<file path="config.mk">
export PLATFORM = sky130hd
export DESIGN_NAME = rdr_div_stage
export DESIGN_NICKNAME = d
export VERILOG_FILES = /design/src/design/rdr_pkg.sv /design/src/design/rdr_div_stage.sv
export SDC_FILE = /design/constraint.sdc
export NUM_CORES = 1
export LEC_CHECK = 0
export ABC_CLOCK_PERIOD_IN_PS = 3100
export BUFFER_PORTS_ARGS = -buffer_cell sky130_fd_sc_hd__buf_2
export CAP_MARGIN = 30
export CELL_PAD_IN_SITES_DETAIL_PLACEMENT = 0
export CELL_PAD_IN_SITES_GLOBAL_PLACEMENT = 1
export CORE_MARGIN = 4
export CORE_UTILIZATION = 36
export CTS_CLUSTER_SIZE = 40
export DETAILED_ROUTE_END_ITERATION = 8
export HOLD_SLACK_MARGIN = 0.15
export PLACE_DENSITY_LB_ADDON = 0.1
export SLEW_MARGIN = 20
export SYNTH_ARGS = -nofsm -noshare
export SYNTH_HDL_FRONTEND = slang
export SYNTH_SLANG_ARGS = --single-unit
export TNS_END_PERCENT = 20
</file>
<file path="constraint.sdc">
create_clock -name i_clk -period 3.1 [get_ports i_clk]
set_input_delay 0 -clock i_clk [delete_from_list [all_inputs] [get_ports i_clk]]
set_output_delay 0 -clock i_clk [all_outputs]
set_load 0.02 [all_outputs]
</file>
<file path="src/design/rdr_pkg.sv">
// Shared widths, rounding mode codes and the divider stage payload for the rescaler.
package rdr_pkg;

    localparam int NUM_WIDTH  = 64;
    localparam int DEN_WIDTH  = 32;
    localparam int PROD_WIDTH = NUM_WIDTH + DEN_WIDTH;
    localparam int HALF_WIDTH = NUM_WIDTH / 2;

    typedef enum logic [2:0] {
        RM_FLOOR     = 3'd0,
        RM_CEIL      = 3'd1,
        RM_TRUNC     = 3'd2,
        RM_AWAY      = 3'd3,
        RM_HALF_DOWN = 3'd4,
        RM_HALF_UP   = 3'd5,
        RM_HALF_EVEN = 3'd6,
        RM_NEVER     = 3'd7
    } t_round_mode;

    // Payload of one restoring division step: dividend bits shift out at the top,
    // quotient bits shift in at the bottom.
    typedef struct packed {
        logic [PROD_WIDTH-1:0] dq;
        logic [DEN_WIDTH-1:0]  rem;
        logic [DEN_WIDTH-1:0]  den;
        logic                  neg;
        t_round_mode           mode;
        logic                  den_zero;
    } t_div_item;

endpackage

</file>
<file path="src/design/rdr_div_stage.sv">
// One registered restoring division step: produces one quotient bit.
module rdr_div_stage
    import rdr_pkg::*;
(
    input  logic      i_clk,
    input  logic      i_rst_n,
    input  logic      i_en,
    input  logic      i_valid,
    input  t_div_item i_item,
    output logic      o_valid,
    output t_div_item o_item
);

    logic              r_valid;
    t_div_item         r_item;
    t_div_item         n_item;
    logic [DEN_WIDTH:0] w_shift;
    logic [DEN_WIDTH:0] w_diff;
    logic               w_ge;

    // Shift in the next dividend bit, trial subtract the divisor
    always_comb begin
        w_shift = {i_item.rem, i_item.dq[PROD_WIDTH-1]};
        w_diff  = w_shift - {1'b0, i_item.den};
        w_ge    = (w_shift >= {1'b0, i_item.den});
        n_item  = i_item;
        n_item.rem = w_ge ? w_diff[DEN_WIDTH-1:0] : w_shift[DEN_WIDTH-1:0];
        n_item.dq  = {i_item.dq[PROD_WIDTH-2:0], w_ge};
    end

    // Advance valid with the data
    always_ff @(posedge i_clk) begin
        if (!i_rst_n) begin
            r_valid <= 1'b0;
        end else if (i_en) begin
            r_valid <= i_valid;
        end
    end

    always_ff @(posedge i_clk) begin
        if (i_en) begin
            r_item <= n_item;
        end
    end

    assign o_valid = r_valid;
    assign o_item  = r_item;

endmodule
</file>
# Word-level counts from Yosys, hierarchy flattened
# Cells that the tools add are included.
totals:
  reg_bits: 166
  latch_bits: 0
  ramBits: 0
  romBits: 0
  output_inout_bits: 166
  memories: 0
classes:
  addsub: 1
  mul: 0
  div: 0
  magnitude_cmp: 1
  n_eq_ne: 0
  shifts: 0
  mux: 1
  bitwise: 0
  reduce_logical: 0
op_table:
  columns: ["cell", "n"]
  rows:
  - ["$ge 33x32->1", 1]
  - ["$mux 32", 1]
  - ["$sub 32x32->32", 1]

# Longest topological paths before layout
# Gate-level depths: netlist of the first run.
logic_depth:
  ltp_word: 2
  depth_mapped: 13
  depth_no_buf: 12

# Least setup slack after synthesis of the first run
# OpenSTA, ideal clock, no wires.
synth_timing:
  path_kind: "input to register"
  start: "input port i_item[12] (netlist name)"
  end: "register r_item (netlist bit o_item[50]) (data pin)"
  setup_ns: 0.262
  arrival_time_ns: 2.513
  t_required_ns: 2.838
  slack_ns: 0.325
  cell_stages: 12
  path_buffers: 2
  cell_sequence: "inv_1 > ha_1 > buf_2 > nand4_1 > or4_1 > a21oi_1 > nor3_1 > a211oi_2 > o21ai_2 > o31ai_4 > buf_4 > mux2_1"
synth_rtl:
  columns: ["element", "line_no", "source"]
  rows:
  - ["from (decl)", "rdr_div_stage.sv:9", "input t_div_item i_item,"]
  - ["to (signal assigned)", "rdr_div_stage.sv:42", "r_item <= n_item;"]
  - ["to (decl)", "rdr_div_stage.sv:15", "t_div_item r_item;"]

==> results of run 1 <==
state kept, by name (all words and copies together), names as in the netlist:
signal   cells
o_item     165
o_valid      1
Yosys cell counts, drive strengths merged (3+ instances only):
cell and count:
edfxtp 165, a21oi 54, inv 38, nor2 36
ha 32, nand2 27, o21ai 17, xnor2 16
a21o 12, buf 11, xor2 11, mux2 10
nand3 8, nand4 7, clkbuf 6, o21a 6
a31oi 5, a211oi 4, nand2b 4, nor4 4
o211ai 4, mux2i 3, nor2b 3, o21bai 3
cell families (layout without fill, tap and decap cells):
group | after synthesis | after routing | share of synthesized area, %
compound gates | 118 | 118 | 10.2
xor+xnor | 27 | 27 | 3.29
other cells | 0 | 1 | 0
flops | 166 | 166 | 69.1
fa+ha+maj | 33 | 33 | 5.84
mux | 13 | 13 | 1.98
simple gates | 99 | 99 | 6.38
buf+inv | 55 | 600 | 3.18
power by group through the flow:
stage	Sequential [mW]	Combinational, mW	Clock (mW)
floorplan	3.11	0.404	0
global placement	2.82	1.21	0
detailed placement	2.82	1.21	0
CTS	2.77	1.39	2.13
global route	2.79	1.53	2.23
finish	2.77	1.41	2.07
path summary, 6_finish.rpt:
path,from,endpoint,slack (ns),depth (start not counted)
min reg2reg,o_valid,o_valid,1.05,3
max,i_item[23],o_item[40],0.17,14
max reg2reg,o_valid,o_valid,1.97,3
min,i_item[5],o_item[38],0.28,4
cell type report:
| cell class | instances | area [um2] | area share (%) |
|---|---|---|---|
| diodes | 1 | 2.50 | 0.0214 |
| clock inverters | 15 | 159 | 1.36 |
| flip-flops and latches | 166 | 4970 | 42.5 |
| clock buffers | 17 | 425 | 3.64 |
| repair buffers | 530 | 3630 | 31.0 |
| multi-input cells | 290 | 2030 | 17.4 |
| inverters | 38 | 143 | 1.22 |
| well taps | 265 | 332 | 2.83 |
timing repair:
item | in CTS | in global routing
resized for setup | 0 | 7
buffers inserted | 0 | 4
setup endpoints to repair | 0 | 23
endpoints found under the hold margin | 217 | 2
hold buffers | 166 | 3
metal layers:
metal | track usage [%] | up-vias | share of wire, %
li1 | - | 2979 | -
met1 | 24.4 | 2924 | 39
met2 | 37.3 | 223 | 52
met3 | 5.23 | 35 | 6.5
met4 | 6.59 | 0 | 2.9
met5 | 0 | - | 0
tightest hold or removal path, stage by stage:
cell	delay [ns]
buf_2	0.09
ha_1	0.20
fa_1	0.19
a21oi_1	0.06
==> results.py, run 1 <==
metrics = {
    "power_and_ir_drop": {
        "p_per_area_mw_per_mm2": 535,
        "internal_power_mw": 4.41,
        "p_clk_share_pct": 33.1,
        "p_comb_share_pct": 22.6,
        "power.leakage_nw": 5.15,
        "p_sw_mw": 1.85,
        "seq_power_share_pct": 44.3,
        "ir_drop_mv": 0.381,
        "switching_share_pct": 29.5,
        "p_total_mw": 6.26,
    },
    "final_layout": {
        "final_cell_mix": "333 x buf_2, 169 x dlygate4sd3_1, 165 x edfxtp_1, 52 x a21oi_1, 38 x inv_1",
        "area_delta_synth_final_pct": 62.5,
        "fillCellCount": 1603,
        "nets": 1245,
        "design_area_mm2": 0.0117,
        "fin_util_pct": 59.7,
        "final_cells": 1322,
        "drive_above_1_share_pct": 38.7,
        "layout_commonest_cell": "buf_2",
    },
    "place": {
        "placed_area_mm2": 0.00930,
        "dp_cells": 1114,
        "gp_congestion": 0.856,
        "detailed_place_hpwl_um": 17100,
        "port_buffers": 334,
        "pre_cts_slack_ns": 0.0102,
    },
    "critical_path": {
        "cp_top_family": "buffers and inverters",
        "cp-end-kind": "flip-flop",
        "worst-path-buf-inv": 5,
        "cpPeakStageDelay_ns": 0.57,
        "required_ns": 3.27,
        "critical_path_class": "in -> reg",
        "crit_arrival_ns": 3.10,
        "path_cells": "dlygate4sd3_1, buf_2, inv_1, ha_1, nand4_1, or4_4, a21oi_2, nor3_1, a211oi_2, o21ai_2, o31ai_4, buf_4, buf_12, mux2_2",
        "crit_fanout": 8,
        "critPathSlowestCell": "dlygate4sd3_1",
        "cp-start-kind": "primary input",
    },
    "floorplanning": {
        "row_count": 51,
        "die_x_um": 149,
        "core_area_mm2": 0.0196,
        "dieArea_mm2": 0.0223,
        "start_util_pct": 36.7,
        "ioPinCount": 335,
        "die_h_um": 149,
    },
    "timing": {
        "maxSlewHeadroom_pct": 62.8,
        "fin_worst_skew_ns": 0,
        "hold_viol_final": 0,
        "fin_ws_ns": 0.168,
        "period_minus_slack_ns": 2.93,
        "worst_pin_slew_ns": 0.559,
        "tns_ns": 0,
        "max_freq_mhz": 341,
        "fin_crit_sh_pct": 94.6,
        "hold_slack_ns": 0.283,
        "finalMaxSlewViolations": 0,
        "setup_violations": 0,
    },
    "clock_network": {
        "clockBufferDepth": 2,
        "htree_levels": 4,
        "path_clk_slew_ns": 0.07,
        "cts.sinks": 166,
        "cts_tree": "yes",
        "numCtsBuffers": 17,
        "cts_root_buf": "clkbuf_16",
        "clock_latency_ns": 0.43,
    },
    "drt": {
        "routed_wl_um": 23800,
        "wl_per_cell_um": 18.0,
        "drc_errors": 0,
        "vias_per_cell": 4.66,
        "antenna_left": 0,
        "drt_first_pass_iters": 4,
        "vias": 6161,
        "drt_iter0_drc": 288,
    },
    "logic_synthesis": {
        "synth-edff-count": 165,
        "synth.cell_area_mm2": 0.00720,
        "yosys_register_bits": 166,
        "synth_ff_type": "edfxtp_1",
        "synthArstFlopShare_pct": 0,
        "synthCells": 511,
        "synth.avg_cell_area_um2": 14.1,
        "synth_area_leaders": "edfxtp_1 69%, ha_1 5.6%, a21oi_1 3.8%",
        "syn_nets": 713,
        "synth_top_area_cell": "edfxtp_1",
        "ys_types": 48,
        "yosys.area.top_type_share_pct": 68.8,
        "yosys_warnings": 0,
        "synth_seq_area_share_pct": 69.1,
    },
    "hold_path": {
        "hold_class": "in -> reg",
    },
    "global_routing": {
        "overflow": 0,
        "grt_max_degree": 65,
        "grt_pass1_vias": 6450,
        "antenna_found_initial": 1,
        "grt_use_total_pct": 20.8,
        "grt_pass1_wl_um": 35700,
    },
    "run": {
        "max_cap_viol_count": 0,
    },
    "status": {
        "status": "finished clean",
    },
}
Power figures use the tool's default switching activity.
==> inputs of run 2 (changes only) <==
Settings changed: CORE_UTILIZATION 36 to 37, CTS_BUF_LIST from default to sky130_fd_sc_hd__clkbuf_4 sky130_fd_sc_hd__clkbuf_8.
==> results.py, run 2 (synthesis gave the netlist of run 1 again) <==
metrics = {
    "status": {
        "status": "finished with violations",
        "failed_checks": "hold timing",
    },
    "run": {
        "max_cap_viol_count": 0,
    },
    "final_layout": {
        "area_delta_synth_final_pct": 59.0,
        "fillCellCount": 1544,
        "final_cell_mix": "333 x buf_2, 166 x dlygate4sd3_1, 165 x edfxtp_1, 54 x a21oi_1, 38 x inv_1",
        "largest_reg_flops": 165,
        "nets": 1241,
        "layout_commonest_cell": "buf_2",
        "fin_util_pct": 60.6,
        "drive_above_1_share_pct": 38.3,
    },
    "hold_path": {
        "hold_class": "in -> reg",
        "holdPathStages": 1,
        "worstHoldEndpoint": "o_item[5]",
        "hp-start": "i_item[5]",
    },
    "timing": {
        "fin_worst_skew_ns": 0,
        "hold_slack_ns": -0.271,
        "rsz0062_at_grt": "no",
        "period_minus_slack_ns": 2.97,
        "max_freq_mhz": 337,
        "setup_violations": 0,
        "worst_pin_slew_ns": 0.534,
        "hold_viol_final": 2,
        "fin_crit_sh_pct": 95.7,
        "finalMaxSlewViolations": 0,
        "tns_ns": 0,
        "maxSlewHeadroom_pct": 64.4,
        "fin_ws_ns": 0.134,
    },
    "power_and_ir_drop": {
        "ir_drop_mv": 0.238,
        "p_clk_share_pct": 26.8,
        "seq_power_share_pct": 48.5,
        "power.leakage_nw": 5.05,
        "p_per_area_mw_per_mm2": 499,
        "internal_power_mw": 3.93,
        "p_comb_share_pct": 24.7,
        "p_sw_mw": 1.78,
        "switching_share_pct": 31.2,
    },
    "critical_path": {
        "critical_path_class": "in -> reg",
        "crit_fanout": 3,
        "worstReg2RegEnd": "o_valid",
        "crit_arrival_ns": 3.18,
        "r2r_start": "o_valid",
        "ff2ff_setup_slack_ns": 1.94,
        "reg2reg_depth": 3,
        "cp-start-kind": "primary input",
        "required_ns": 3.31,
        "cp-end-kind": "flip-flop",
    },
    "floorplanning": {
        "row_count": 50,
        "core_area_mm2": 0.0189,
        "start_util_pct": 38.1,
        "dieArea_mm2": 0.0218,
        "ioPinCount": 335,
        "die_x_um": 147,
        "die_h_um": 147,
    },
    "place": {
        "gp_congestion": 0.818,
        "detailed_place_hpwl_um": 17300,
        "pre_cts_slack_ns": -0.00164,
        "port_buffers": 334,
    },
    "drt": {
        "antenna_left": 0,
        "drt_first_pass_iters": 6,
        "routed_wl_um": 24200,
        "wl_per_cell_um": 18.4,
        "vias": 6150,
        "drt_iter0_drc": 331,
        "drc_errors": 0,
        "vias_per_cell": 4.68,
    },
    "global_routing": {
        "grt_pass1_wl_um": 36200,
        "grt_pass1_vias": 6334,
        "grt_use_total_pct": 21.3,
        "grt_max_degree": 80,
        "antenna_found_initial": 1,
        "overflow": 0,
    },
    "clock_network": {
        "htree_levels": 4,
        "clockBufferDepth": 2,
        "cts.sinks": 166,
        "hold_buffers": 166,
        "cts_tree": "yes",
        "clock_latency_ns": 0.45,
        "path_clk_slew_ns": 0.10,
        "numCtsBuffers": 17,
        "cts_root_buf": "clkbuf_8",
    },
}
[run 2: area by class of cell]
cell class                      count  area (um2)  share of cell area [%]
Antenna cell                        2        5.00                  0.0437
Clock buffer                       17         234                    2.04
Sequential cell                   166        4970                    43.5
Inverter                           38         143                    1.25
Multi-Input combinational cell    290        2000                    17.5
Timing Repair Buffer              526        3610                    31.5
Clock inverter                     15         154                    1.34
Tap cell                          260         325                    2.84
[run 2: metal layers]
metal,vias up,part of all wire [%],global-route usage (%)
met3,39,6.0,5.30
met2,222,52,38.6
met1,2920,39,24.5
met5,-,0,0
li1,2969,-,-
met4,0,2.7,7.83
[run 2: critical path: stages]
cell and delay (ns):
dlygate4sd3_1 0.53, buf_2 0.13, inv_1 0.06, fa_1 0.42, nand2b_1 0.18, a21oi_1 0.17
o21ai_0 0.16, o311a_1 0.36, a31oi_1 0.28, a21oi_1 0.20, o41ai_2 0.26, xor2_1 0.11
mux2_1 0.31
[run 2: worst max path at each step]
stage / endpoint / start / cells after the start
finish: o_item[67] / i_item[37] / 13
global route: o_item[67] / i_item[37] / 13
CTS: o_item[67] / i_item[6] / 12
detailed placement: o_item[67] / i_item[5] / 12
global placement: o_item[67] / i_item[164] / 13
floorplan: o_item[50] / i_item[12] / 12
[run 2: repair_timing]
| action | 4_1_cts | 5_1_grt |
|---|---|---|
| endpoints found under the hold margin | 215 | 2 |
| gates resized for setup | 0 | 1 |
| buffers inserted | 0 | 3 |
| setup endpoints to repair | 0 | 10 |
[run 2: power groups by stage]
stage | clock [mW] | sequential (mW) | combinational, mW
3_5_place_dp | 0 | 2.82 | 1.22
4_1_cts | 1.58 | 2.77 | 1.39
2_1_floorplan | 0 | 3.11 | 0.404
3_3_place_gp | 0 | 2.82 | 1.21
6_report | 1.53 | 2.77 | 1.41
5_1_grt | 1.68 | 2.79 | 1.52
[run 2: stage by stage]
step	instance area, um2	hold WS (ns)	instances	power [mW]
2_1_floorplan	7200	0.0989	511	3.51
3_3_place_gp	9310	0.178	1109	4.02
3_5_place_dp	9310	0.178	1109	4.03
4_1_cts	11400	-0.292	1307	5.74
5_1_grt	11400	-0.298	1313	5.99
6_report	11400	-0.271	1314	5.71
==> inputs of run 3 (changes only) <==
Settings changed: ABC_CLOCK_PERIOD_IN_PS 3100 to 3600, CORE_UTILIZATION 37 to 40.
Clock period 3.1 ns to 3.6 ns, I/O delays scaled along.
==> results.py, run 3 (synthesis gave the netlist of run 1 again) <==
metrics = {
    "timing": {
        "worst_pin_slew_ns": 0.937,
        "period_minus_slack_ns": 3.42,
        "finalMaxSlewViolations": 0,
        "max_freq_mhz": 292,
        "fin_worst_skew_ns": 0,
        "setup_violations": 0,
        "hold_slack_ns": 0.252,
        "tns_ns": 0,
        "maxSlewHeadroom_pct": 37.5,
        "fin_crit_sh_pct": 95.0,
        "hold_viol_final": 0,
        "rsz0062_at_grt": "no",
    },
    "clock_network": {
        "post-cts-setup-buffers": 0,
        "path_clk_slew_ns": 0.11,
        "htree_levels": 4,
        "cts_root_buf": "clkbuf_8",
        "cts_tree": "yes",
        "clock_latency_ns": 0.45,
        "clockBufferDepth": 2,
        "numCtsBuffers": 17,
        "cts.sinks": 166,
    },
    "place": {
        "detailed_place_hpwl_um": 16800,
        "gp_congestion": 0.899,
        "port_buffers": 334,
    },
    "final_layout": {
        "drive_above_1_share_pct": 36.9,
        "largest_reg_flops": 165,
        "nets": 1221,
        "layout_commonest_cell": "buf_2",
        "area_delta_synth_final_pct": 55.3,
        "final_cell_mix": "333 x buf_2, 168 x dlygate4sd3_1, 165 x edfxtp_1, 54 x a21oi_1, 38 x inv_1",
    },
    "status": {
        "status": "finished clean",
    },
    "floorplanning": {
        "row_count": 48,
        "ioPinCount": 335,
        "start_util_pct": 41.2,
        "dieArea_mm2": 0.0202,
        "die_h_um": 142,
        "core_area_mm2": 0.0175,
        "die_x_um": 142,
    },
    "hold_path": {
        "hold_class": "in -> reg",
    },
    "drt": {
        "drc_errors": 0,
        "drt_iter0_drc": 307,
        "vias": 6109,
        "vias_per_cell": 4.86,
        "wl_per_cell_um": 18.5,
        "routed_wl_um": 23300,
        "drt_first_pass_iters": 5,
        "antenna_left": 0,
    },
    "critical_path": {
        "crit_fanout": 27,
        "ff2ff_setup_slack_ns": 2.42,
        "cp-start-kind": "primary input",
        "crit_arrival_ns": 3.63,
        "critical_path_class": "in -> reg",
        "cp-end-kind": "flip-flop",
        "required_ns": 3.81,
    },
    "run": {
        "max_cap_viol_count": 0,
    },
    "power_and_ir_drop": {
        "power.leakage_nw": 4.90,
        "ir_drop_mv": 0.248,
        "p_per_area_mw_per_mm2": 432,
    },
    "global_routing": {
        "grt_use_total_pct": 22.9,
        "grt_pass1_wl_um": 35600,
        "antenna_found_initial": 0,
        "overflow": 0,
        "grt_pass1_vias": 6339,
        "grt_max_degree": 95,
    },
}
==> run 3: cell count changes in the layout (fill, tap and decap cells not counted), sizes merged <==
cell | before | now
buf | 358 | 338
clkinv | 7 | 3
clkbuf | 19 | 17
dlygate4sd3 | 166 | 168
diode | 2 | 1
inv | 46 | 45
clkinvlp | 0 | 4
==> run 3: where the power goes <==
part / switching (mW) / internal [mW]
combinational: 0.679 / 0.489
sequential: 0.0464 / 2.34
clock: 0.768 / 0.507
==> run 3: cell type report <==
class | instances | area, um2
Tap cell | 225 | 282
Inverter | 38 | 143
Clock buffer | 17 | 234
Sequential cell | 166 | 4970
Multi-Input combinational cell | 290 | 1990
Fill cell | 1384 | 6300
Antenna cell | 1 | 2.50
Clock inverter | 14 | 140
Timing Repair Buffer | 506 | 3410
==> run 3: final timing paths <==
kind	from	to	cells past startpoint
max reg2reg	o_valid	o_valid	3
min reg2reg	o_valid	o_valid	3
max	i_item[22]	o_item[66]	14
min	i_item[105]	o_item[106]	2
==> run 3: metal layers <==
metal / global-route usage [%] / part of all wire, % / routed length (um) / up-vias
li1: - / - / - / 2928
met1: 26.9 / 38 / 8830 / 2884
met2: 40.9 / 52 / 12100 / 259
met3: 5.14 / 7.1 / 1640 / 38
met4: 8.43 / 3.0 / 707 / 0
met5: 0 / 0 / 0 / -
==> run 3: worst max-delay path: stages <==
cell and delay, ns:
dlygate4sd3_1 0.56, buf_2 0.13, inv_1 0.05, ha_1 0.41, nand4_1 0.18, or4_1 0.50
a21oi_1 0.13, nor3_1 0.09, a211oi_2 0.24, o21ai_2 0.16, o31ai_4 0.27, buf_8 0.24
o22ai_1 0.10, dlygate4sd3_1 0.56
==> run 3: what timing repair did <==
item                                    CTS  global route
hold endpoints to repair                166             0
resized for setup                         0             2
hold buffers                            168             0
endpoints found under the setup margin    0             1
==> run 3: per-stage QoR <==
| step | setup WS (ns) | util [%] | area (um2) | power (mW) | cells |
|---|---|---|---|---|---|
| 3_5_place_dp | 0.378 | 52.1 | 9110 | 3.44 | 1057 |
| 4_1_cts | 0.121 | 63.9 | 11200 | 4.86 | 1256 |
| 5_1_grt | 0.0116 | 64.0 | 11200 | 5.08 | 1256 |
| 6_report | 0.178 | 64.0 | 11200 | 4.83 | 1257 |
| 2_1_floorplan | 0.825 | - | 7200 | 3.02 | 511 |
| 3_3_place_gp | 0.466 | 52.1 | 9110 | 3.43 | 1057 |
